**src/sv/vfr_pkg.sv**
```systemverilog
// package: item types, frame constants and result codes of the frame receiver
package vfr_pkg;

    // default frame length in bytes
    localparam int FRAME_LEN_DEF = 12;

    // frame marker and field codes
    localparam logic [7:0] HDR_BYTE      = 8'hED;
    localparam logic [7:0] TRL_BYTE      = 8'hEC;
    localparam logic [7:0] CLASS_A_BYTE  = 8'h77;
    localparam logic [7:0] CLASS_B_BYTE  = 8'h88;
    localparam logic [7:0] MODE_WM_BYTE  = 8'h55;
    localparam logic [7:0] MODE_ARM_BYTE = 8'h00;

    // input operation codes
    localparam logic OP_BYTE = 1'b0;
    localparam logic OP_IDLE = 1'b1;

    // target class codes
    localparam logic [1:0] CLS_NONE = 2'd0;
    localparam logic [1:0] CLS_A    = 2'd1;
    localparam logic [1:0] CLS_B    = 2'd2;

    // buzzer command codes
    localparam logic [1:0] BUZ_OFF  = 2'd0;
    localparam logic [1:0] BUZ_SOFT = 2'd1;
    localparam logic [1:0] BUZ_LOUD = 2'd2;

    typedef struct packed {
        logic       operation;
        logic [7:0] rx_byte;
    } in_item_t;

    typedef struct packed {
        logic        frame_ok;
        logic [31:0] yaw_bits;
        logic [31:0] pitch_bits;
        logic [31:0] prev_pitch_bits;
        logic [1:0]  target_class;
        logic        mode_windmill;
        logic [1:0]  buzzer_cmd;
        logic [15:0] frame_count;
    } out_item_t;

    // decoded view of the frame store
    typedef struct packed {
        logic        ok;
        logic [31:0] yaw;
        logic [31:0] pitch;
        logic [1:0]  cls;
        logic        mode_set;
        logic        mode_clr;
    } frame_dec_t;

    // store update request from the pipeline stage
    typedef struct packed {
        logic       wr;
        logic [7:0] data;
        logic       clr;
    } store_cmd_t;

endpackage

```
**src/sv/vfr_if.sv**
```systemverilog
// valid/ready channel interfaces for input and result items
interface vfr_in_if
    import vfr_pkg::*;
();
    logic     valid;
    logic     ready;
    in_item_t payload;

    modport source (output valid, output payload, input ready);
    modport sink (input valid, input payload, output ready);
endinterface

interface vfr_out_if
    import vfr_pkg::*;
();
    logic      valid;
    logic      ready;
    out_item_t payload;

    modport source (output valid, output payload, input ready);
    modport sink (input valid, input payload, output ready);
endinterface

```
**src/sv/vfr_frame_store.sv**
```systemverilog
// frame store: byte fill with drop when full, and parallel decode of the held frame
module vfr_frame_store
    import vfr_pkg::*;
#(
    parameter int FRAME_LEN = FRAME_LEN_DEF
)
(
    input  logic       clk,
    input  logic       rst_n,
    input  store_cmd_t cmd,
    output frame_dec_t dec
);

    localparam int CNT_W = $clog2(FRAME_LEN + 1);
    localparam int IDX_W = $clog2(FRAME_LEN);

    logic [7:0]       store_reg  [FRAME_LEN];
    logic [7:0]       store_next [FRAME_LEN];
    logic [CNT_W-1:0] fill_reg;
    logic [CNT_W-1:0] fill_next;
    logic             has_room;

    assign has_room = (fill_reg < CNT_W'(FRAME_LEN));

    // write position and fill count, cleared at each idle
    always_comb
    begin
        store_next = store_reg;
        fill_next  = fill_reg;
        if (cmd.clr)
        begin
            fill_next = '0;
        end
        else if (cmd.wr && has_room)
        begin
            store_next[fill_reg[IDX_W-1:0]] = cmd.data;
            fill_next = fill_reg + CNT_W'(1);
        end
    end

    always_ff @(posedge clk or negedge rst_n)
    begin
        if (!rst_n)
        begin
            fill_reg <= '0;
            for (int i = 0; i < FRAME_LEN; i++)
            begin
                store_reg[i] <= '0;
            end
        end
        else
        begin
            fill_reg  <= fill_next;
            store_reg <= store_next;
        end
    end

    // header/trailer check and field extraction
    always_comb
    begin
        dec.ok    = (store_reg[0] == HDR_BYTE) && (store_reg[FRAME_LEN-1] == TRL_BYTE);
        dec.yaw   = {store_reg[4], store_reg[3], store_reg[2], store_reg[1]};
        dec.pitch = {store_reg[8], store_reg[7], store_reg[6], store_reg[5]};
        case (store_reg[9])
            CLASS_A_BYTE: dec.cls = CLS_A;
            CLASS_B_BYTE: dec.cls = CLS_B;
            default:      dec.cls = CLS_NONE;
        endcase
        dec.mode_set = (store_reg[10] == MODE_WM_BYTE);
        dec.mode_clr = (store_reg[10] == MODE_ARM_BYTE);
    end

endmodule

```
**src/sv/vision_frame_receiver_core.sv**
```systemverilog
// Frame receiver top level. Items are either a received byte or a line-idle event; one item
// is taken per clock unless input is held back. An item is registered in the entry register
// and handled from there; an idle event's result is written into the result register, from
// which it is offered on the output. Bytes give no result. Input is held back only while a
// finished result waits in the result register and the item in the entry register is an idle
// event; there is a single entry register and a single result register.
module vision_frame_receiver_core
    import vfr_pkg::*;
#(
    parameter int FRAME_LEN = FRAME_LEN_DEF
)
(
    input  logic clk,
    input  logic rst_n,
    vfr_in_if.sink    in_chan,
    vfr_out_if.source out_chan
);

    logic        s1_valid_reg;
    logic        s1_valid_next;
    in_item_t    s1_item_reg;
    logic        s1_adv;
    logic        s1_idle;
    logic        out_free;

    logic        out_valid_reg;
    logic        out_valid_next;
    out_item_t   out_item_reg;
    out_item_t   out_item_next;

    logic [31:0] last_yaw_reg;
    logic [31:0] last_yaw_next;
    logic [31:0] cur_pitch_reg;
    logic [31:0] cur_pitch_next;
    logic        mode_reg;
    logic        mode_next;
    logic [15:0] idle_cnt_reg;
    logic [15:0] idle_cnt_next;

    store_cmd_t  store_cmd;
    frame_dec_t  dec;

    // stage handshake
    assign out_free      = !out_valid_reg || out_chan.ready;
    assign s1_idle       = (s1_item_reg.operation == OP_IDLE);
    assign s1_adv        = s1_valid_reg && (!s1_idle || out_free);
    assign in_chan.ready = !s1_valid_reg || s1_adv;

    assign s1_valid_next = in_chan.valid ? 1'b1 : (s1_valid_reg && !s1_adv);

    always_ff @(posedge clk or negedge rst_n)
    begin
        if (!rst_n)
        begin
            s1_valid_reg <= 1'b0;
        end
        else
        begin
            s1_valid_reg <= in_chan.ready ? s1_valid_next : s1_valid_reg;
        end
    end

    // entry register
    always_ff @(posedge clk)
    begin
        if (in_chan.valid && in_chan.ready)
        begin
            s1_item_reg <= in_chan.payload;
        end
    end

    // frame store
    assign store_cmd.wr   = s1_adv && !s1_idle;
    assign store_cmd.data = s1_item_reg.rx_byte;
    assign store_cmd.clr  = s1_adv && s1_idle;

    vfr_frame_store #(
        .FRAME_LEN (FRAME_LEN)
    ) u_store (
        .clk   (clk),
        .rst_n (rst_n),
        .cmd   (store_cmd),
        .dec   (dec)
    );

    // idle event decode and state update
    always_comb
    begin
        idle_cnt_next  = idle_cnt_reg + 16'd1;
        last_yaw_next  = dec.ok ? dec.yaw : last_yaw_reg;
        cur_pitch_next = dec.ok ? dec.pitch : 32'd0;
        mode_next      = mode_reg;
        if (dec.ok && dec.mode_set)
        begin
            mode_next = 1'b1;
        end
        else if (dec.ok && dec.mode_clr)
        begin
            mode_next = 1'b0;
        end

        out_item_next.frame_ok        = dec.ok;
        out_item_next.yaw_bits        = last_yaw_next;
        out_item_next.pitch_bits      = cur_pitch_next;
        out_item_next.prev_pitch_bits = cur_pitch_reg;
        out_item_next.target_class    = dec.ok ? dec.cls : CLS_NONE;
        out_item_next.mode_windmill   = mode_next;
        if (!dec.ok)
        begin
            out_item_next.buzzer_cmd = BUZ_OFF;
        end
        else if (dec.cls != CLS_NONE)
        begin
            out_item_next.buzzer_cmd = BUZ_LOUD;
        end
        else
        begin
            out_item_next.buzzer_cmd = BUZ_SOFT;
        end
        out_item_next.frame_count = idle_cnt_next;
    end

    assign out_valid_next = store_cmd.clr ? 1'b1 : (out_valid_reg && !out_chan.ready);

    always_ff @(posedge clk or negedge rst_n)
    begin
        if (!rst_n)
        begin
            out_valid_reg <= 1'b0;
            last_yaw_reg  <= '0;
            cur_pitch_reg <= '0;
            mode_reg      <= 1'b0;
            idle_cnt_reg  <= '0;
        end
        else
        begin
            out_valid_reg <= out_valid_next;
            if (store_cmd.clr)
            begin
                last_yaw_reg  <= last_yaw_next;
                cur_pitch_reg <= cur_pitch_next;
                mode_reg      <= mode_next;
                idle_cnt_reg  <= idle_cnt_next;
            end
        end
    end

    // result register
    always_ff @(posedge clk)
    begin
        if (store_cmd.clr)
        begin
            out_item_reg <= out_item_next;
        end
    end

    assign out_chan.valid   = out_valid_reg;
    assign out_chan.payload = out_item_reg;

endmodule

```
**src/flat_wrapper.sv**
```systemverilog
// flat-port wrapper written by rule: the top's interface ports become plain ports
module vision_frame_receiver_core_flat import vfr_pkg::*;
#(
    parameter int FRAME_LEN = FRAME_LEN_DEF
)
  (clk, rst_n, in_chan_valid, in_chan_payload, in_chan_ready, out_chan_valid, out_chan_payload, out_chan_ready);
  vfr_in_if in_chan_i ();
  vfr_out_if out_chan_i ();
  input  logic clk;
  input  logic rst_n;
  input wire logic [$bits(in_chan_i.valid)-1:0] in_chan_valid;
  input wire logic [$bits(in_chan_i.payload)-1:0] in_chan_payload;
  output wire logic [$bits(in_chan_i.ready)-1:0] in_chan_ready;
  output wire logic [$bits(out_chan_i.valid)-1:0] out_chan_valid;
  output wire logic [$bits(out_chan_i.payload)-1:0] out_chan_payload;
  input wire logic [$bits(out_chan_i.ready)-1:0] out_chan_ready;
  assign in_chan_i.valid = in_chan_valid;
  assign in_chan_i.payload = in_chan_payload;
  assign in_chan_ready = in_chan_i.ready;
  assign out_chan_valid = out_chan_i.valid;
  assign out_chan_payload = out_chan_i.payload;
  assign out_chan_i.ready = out_chan_ready;
  vision_frame_receiver_core #(.FRAME_LEN(FRAME_LEN)) u_core (.clk(clk), .rst_n(rst_n), .in_chan(in_chan_i), .out_chan(out_chan_i));
endmodule
```
**config.mk**
```make
export PLATFORM = sky130hd
export DESIGN_NAME = vision_frame_receiver_core_flat
export DESIGN_NICKNAME = d
export VERILOG_FILES = /design/src/sv/vfr_pkg.sv /design/src/sv/vfr_if.sv /design/src/sv/vfr_frame_store.sv /design/src/sv/vision_frame_receiver_core.sv /design/src/flat_wrapper.sv
export SDC_FILE = /design/constraint.sdc
export NUM_CORES = 1
export LEC_CHECK = 0
export BUFFER_PORTS_ARGS = -buffer_cell sky130_fd_sc_hd__buf_2
export CAP_MARGIN = 20
export CELL_PAD_IN_SITES_DETAIL_PLACEMENT = 1
export CELL_PAD_IN_SITES_GLOBAL_PLACEMENT = 1
export CORE_MARGIN = 3
export CORE_UTILIZATION = 49
export DETAILED_ROUTE_END_ITERATION = 16
export PLACE_DENSITY_LB_ADDON = 0.3
export SYNTH_ARGS = -nofsm -noshare
export SYNTH_HDL_FRONTEND = slang
export SYNTH_HIERARCHICAL = 1
export SYNTH_SLANG_ARGS = --single-unit
```
**constraint.sdc**
```tcl
create_clock -name clk -period 4.4 [get_ports clk]
set_input_delay 0.44 -clock clk [delete_from_list [all_inputs] [get_ports clk]]
set_output_delay 0.44 -clock clk [all_outputs]
set_load 0.01 [all_outputs]
```
Yosys cells after proc, flatten, opt, wreduce, memory -nomap -nowiden
Cells that the tools add are included.

Flip-flop bits (word level): 310. Logic and storage cells: 77.

$lt $le $gt $ge: 3. Bitwise gates (word level): 2. Add/subtract/negate cells: 2. Multiplexer cells: 13. Equal/unequal tests: 5. Reduce and logical (&&, ||, !) cells: 23.

Operators by type and width (count): 96-bit bitwise mux (1); 32-bit two-way mux (2); 8-bit demux with 4-bit select (1); 8-bit == test, second input constant (3); 16-bit by 1-bit adder with 16-bit output, second input constant (1); 8-bit by 7-bit == test with 1-bit output, second input constant (2); 1-bit logical AND (11); 8-bit zero test (1); 4-bit two-way mux (2); 8-bit two-way mux (1); 5-bit greater-or-equal comparator, second input constant (1); 1-bit zero test (5); 5-bit by 1-bit < comparator with 1-bit output, second input constant (1); 4-bit NOT with 5-bit output (1); 4-bit by 1-bit adder with 4-bit output, second input constant (1); 4-bit < comparator, second input constant (1); 1-bit two-way mux (4); 2-bit case mux with 2 select lines (1); 2-bit nonzero test (2); 1-bit logical OR (3); 2-bit two-way mux (1); 2-bit AND reduction (1); 1-bit NOT (1).

Logic depth before layout (Yosys ltp)
Depth after elaboration: 8. Gate-level depth with buffers: 9.

Hierarchy
The synthesis kept the hierarchy.

By module, submodules not included: vision_frame_receiver_core (instances 1, area an instance 7962.6 um^2, seq. area each 5890.6 um^2, cells an instance 523); vfr_frame_store (instances 1, area an instance 4585.6 um^2, seq. area each 2502.4 um^2, cells an instance 326).

Worst setup path before layout
No wires, ideal clock.

Path type: input to register. Start point: input port out_chan_ready. End point: register u_core.u_store.store_reg (netlist bit u_core/u_store/dec[36]). Data arrival time: 3.558 ns. Setup time: 0.125 ns. Setup slack: 0.717 ns. Stages on the path: 9. Data required time: 4.275 ns. Cell sequence: nand2b_1 > nand3_1 > inv_2 > buf_2 > buf_2 > buf_2 > nor2b_1 > nand3_1 > mux2_2.

RTL lines: start: declaration (line flat_wrapper.sv:16) `input wire logic [$bits(out_chan_i.ready)-1:0] out_chan_ready;`; end signal: assignment (line vfr_frame_store.sv:54) `store_reg <= store_next;`; end: declaration (line vfr_frame_store.sv:17) `logic [7:0] store_reg [FRAME_LEN];`.

==> results.rst <==
.. list-table::
   :header-rows: 1

   * - Metric
     - Value
   * - Total clock buffers created by CTS
     - 31
   * - Number of synthesized flops with an enable pin
     - 127
   * - Sequential cell area
     - 8390 µm²
   * - Max FO, Critical Path
     - 9
   * - Total standard cell area after synthesis
     - 12500 µm²
   * - Chip width
     - 166 µm
   * - Number of cells traversed by the worst register-to-register path
     - 4
   * - Signal arrival time at the worst endpoint
     - 2.82 ns
   * - Main flop type after synthesis
     - sky130_fd_sc_hd__dfrtp_1
   * - Resize count post-CTS
     - 0
   * - CTS clk-pin slew, worst paths
     - 0.06 ns
   * - Worst ir drop on vdd
     - 0.275 mV
   * - Detail Placement HPWL
     - 15.0 mm
   * - Startpoint types
     - flop
   * - Source of the worst register-to-register timing path
     - u_core/s1_idle
   * - RSZ-0062 raised after global routing
     - no
   * - Total clock sinks
     - 310
   * - Combined area of the multi-input logic cells
     - 3460 µm²
   * - Mean cell area of the mapped netlist
     - 14.8 µm²
   * - Number of nets in the layout
     - 935
   * - GRT Total Usage
     - 18.5%
   * - Failing checks
     - negative hold slack
   * - Ratio of routed vias to standard cells
     - 5.20
   * - Vias
     - 6579
   * - Global routing met1 resource utilization
     - 24.6%
   * - Seq pwr share
     - 52.4%
   * - DRC violations left
     - 0
   * - Mapped Cells
     - 849
   * - Syn. warnings
     - 6
   * - Hold_ws
     - -0.0108 ns
   * - Setup Buffers After CTS
     - 0
   * - Max-cap violations
     - 0
   * - Tightest slew margin relative to the limit
     - 34.5%
   * - Maximum root-to-sink buffer count
     - 3
   * - Synth-to-layout area growth
     - 11.9%
   * - Sum of routed wire length over all layers
     - 25.3 mm
   * - Switching part of the total
     - 24.6%
   * - TritonCTS clock tree
     - yes
   * - Count of final hold-check violations
     - 4
   * - Internal power
     - 0.00530 W
   * - Number of rows in the core area
     - 57
   * - Number of buffers inserted by port buffering
     - 132
   * - Run status
     - finished, violations left
   * - Final-report max-slew violation count
     - 0
   * - Iteration-0 DRC Markers
     - 357
   * - Tmin final
     - 2.40 ns
   * - Switching power total
     - 0.00173 W
   * - Setup TNS
     - 0 ns
   * - Floorplan die height
     - 166 µm
   * - Tightest Pin Transition
     - 0.982 ns
   * - Reg-to-reg critical path endpoint
     - u_core/u_store/dec[11]
   * - Number of placed instances with taps included
     - 1208
   * - Kind of path behind the tightest hold check
     - in -> async
   * - Number of flip-flops under the largest register name
     - 118
   * - Proportion of synthesized chip area in sequential cells
     - 66.9%
   * - Met3 track demand over resource in global routing
     - 2.93%
   * - Worst setup skew after layout
     - 0.00757 ns
   * - Antenna-violating nets left
     - 0
   * - Utilization after layout
     - 56.7%
   * - Synthesized net count
     - 867
   * - Number of standard cells in the layout, taps in and fillers out
     - 1265
   * - Maximum number of pins on one net before global-route repair
     - 171
   * - ANT cells
     - 0
   * - Timing-limited maximum frequency
     - 0.417 GHz
   * - Critical Path Sink Type
     - flop
   * - Power Density
     - 500 nW/µm²
   * - Via count of the first global-routing pass
     - 7308
   * - DIE AREA
     - 27600 µm²
   * - Clock latency on the worst-skew pair
     - 0.55 ns
   * - Average detailed-routed wire length per instance
     - 20.0 µm
   * - Final-layout fill cell count
     - 2355
   * - Peak-usage layer in the global routing report
     - met2
   * - Clock share of power
     - 37.5%
   * - Routing usage on met2
     - 32.5%
   * - # IOs
     - 133
   * - Data required time of the critical path
     - 4.83 ns
   * - Static leakage
     - 6.40 nW
   * - Register bit count reported by yosys
     - 310
   * - Synth unique cells
     - 46
   * - Number of antenna violations at the first check in global routing
     - 0
   * - Async set-reset flop share out of synthesis
     - 59.0%
   * - Number of hold-repair buffers added at the cts stage
     - 0
   * - Standard cell core area
     - 24700 µm²
   * - Combinational share of power
     - 10.1%
   * - Fraction of the cycle the final worst path needs
     - 54.5%
   * - H-Tree Depth
     - 1
   * - Global-route congestion overflow total
     - 0
   * - Kind of critical path
     - reg -> reg
   * - Global-route wire length before repair
     - 41.1 mm
   * - Setup slack, reg-to-reg
     - 2.00 ns
   * - Weighted congestion reported at the end of routability-driven placement
     - 0.726
   * - Root cell of the clock tree
     - sky130_fd_sc_hd__clkbuf_16
   * - Initial Utilization
     - 50.7%
   * - Ratio of cells with drive above 1 in the final layout
     - 37.7%
   * - Initial DRT Pass Iterations
     - 4
   * - Final-report setup violation count
     - 0
cells in the final DEF (no fill, tap or decap), drive strengths merged, types with 2 or more instances in the layout:
| master | Yosys | final |
|---|---|---|
| and2 | 35 | 35 |
| buf | 86 | 136 |
| bufinv | 0 | 4 |
| clkbuf | 16 | 35 |
| clkinv | 0 | 15 |
| clkinvlp | 0 | 4 |
| dfrtp | 183 | 183 |
| edfxtp | 127 | 127 |
| ha | 5 | 5 |
| inv | 5 | 5 |
| mux2 | 160 | 160 |
| nand2 | 115 | 115 |
| nand2b | 4 | 4 |
| nand3 | 14 | 14 |
| nand3b | 6 | 6 |
| nand4 | 9 | 9 |
| nand4b | 5 | 5 |
| nor2 | 22 | 22 |
| nor2b | 3 | 3 |
| nor3 | 5 | 5 |
| nor3b | 4 | 4 |
| nor4 | 3 | 3 |
| or4 | 2 | 2 |
| xnor2 | 17 | 17 |
| xor2 | 13 | 13 |
cells in the mapped netlist (4+ instances only):
| library cell | instances | area share, % |
|---|---|---|
| sky130_fd_sc_hd__and2_1 | 35 | 1.7 |
| sky130_fd_sc_hd__buf_2 | 16 | 0.64 |
| sky130_fd_sc_hd__buf_4 | 67 | 4.0 |
| sky130_fd_sc_hd__clkbuf_1 | 15 | 0.45 |
| sky130_fd_sc_hd__dfrtp_1 | 183 | 36 |
| sky130_fd_sc_hd__edfxtp_1 | 127 | 30 |
| sky130_fd_sc_hd__ha_1 | 5 | 0.50 |
| sky130_fd_sc_hd__inv_1 | 4 | 0.12 |
| sky130_fd_sc_hd__mux2_1 | 14 | 1.3 |
| sky130_fd_sc_hd__mux2_2 | 146 | 13 |
| sky130_fd_sc_hd__nand2_1 | 115 | 3.4 |
| sky130_fd_sc_hd__nand2b_1 | 4 | 0.20 |
| sky130_fd_sc_hd__nand3_1 | 11 | 0.44 |
| sky130_fd_sc_hd__nand4_1 | 7 | 0.35 |
| sky130_fd_sc_hd__nand4b_1 | 5 | 0.35 |
| sky130_fd_sc_hd__nor2_1 | 17 | 0.51 |
| sky130_fd_sc_hd__nor2_2 | 4 | 0.20 |
| sky130_fd_sc_hd__nor3_1 | 4 | 0.16 |
| sky130_fd_sc_hd__xnor2_1 | 17 | 1.2 |
| sky130_fd_sc_hd__xor2_1 | 13 | 0.91 |
cell type report:
cell class,instances,share of cell area (%)
Clock inverter,23,1.58
Clock buffer,34,5.68
Multi-Input combinational cell,432,24.7
Timing Repair Buffer,137,5.21
Tap cell,324,2.89
Sequential cell,310,59.8
Inverter,5,0.187
power groups by stage:
stage                     Combinational, W  Clock (W)  Sequential (W)
final                             0.000710    0.00263         0.00368
after global routing              0.000786    0.00283         0.00373
after floorplan                   0.000804          0         0.00365
after CTS                         0.000725    0.00271         0.00369
after global placement            0.000672          0         0.00371
after detailed placement          0.000707          0         0.00373
per-layer routing:
metal	routed length (µm)	share of wire (%)
met2	12900	51
met4	393	1.6
met1	11000	44
met3	930	3.7
met5	0	0
critical path, stage by stage, from the launching register on:
cell                       delay (ns)
sky130_fd_sc_hd__edfxtp_1        0.45
sky130_fd_sc_hd__nor2b_1         0.65
sky130_fd_sc_hd__nand3b_1        0.24
sky130_fd_sc_hd__nor2_2          0.52
sky130_fd_sc_hd__mux2_2          0.42
kinds of logic after synthesis:
kind of cell / Yosys count / synth area share [%]
flip-flops: 310 / 66.9
AND/OR/NAND/NOR: 232 / 10.2
AO/OA/AOI/OAI: 4 / 0.239
multiplexers: 161 / 14.4
buffers and inverters: 107 / 5.62
XOR/XNOR: 30 / 2.09
adder cells (fa/ha/maj): 5 / 0.499
per-stage QoR:
| step | hold slack (ns) | setup slack (ns) | total power, W | area (µm²) |
|---|---|---|---|---|
| 2_1_floorplan | 0.144 | 0.717 | 0.00445 | 12500 |
| 3_3_place_gp | 0.430 | 2.11 | 0.00438 | 13000 |
| 3_5_place_dp | 0.431 | 2.04 | 0.00444 | 13000 |
| 4_1_cts | 0.0394 | 2.02 | 0.00712 | 14000 |
| 5_1_grt | 0.0335 | 1.91 | 0.00735 | 14000 |
| 6_report | -0.0108 | 2.00 | 0.00702 | 14000 |
worst max-delay path by stage:
stage,cells after the start,slack [ns],startpoint,to
after floorplan,9,0.72,out_chan_ready,u_core/u_store/dec[36]
after global placement,6,2.11,out_chan_ready,u_core/cur_pitch_reg[5]
after detailed placement,4,2.04,u_core/s1_idle,u_core/u_store/dec[56]
after CTS,4,2.02,u_core/s1_idle,u_core/u_store/dec[11]
after global routing,4,1.91,u_core/s1_idle,u_core/u_store/dec[58]
final,4,2.00,u_core/s1_idle,u_core/u_store/dec[11]
(Power assumes the default switching activity.)
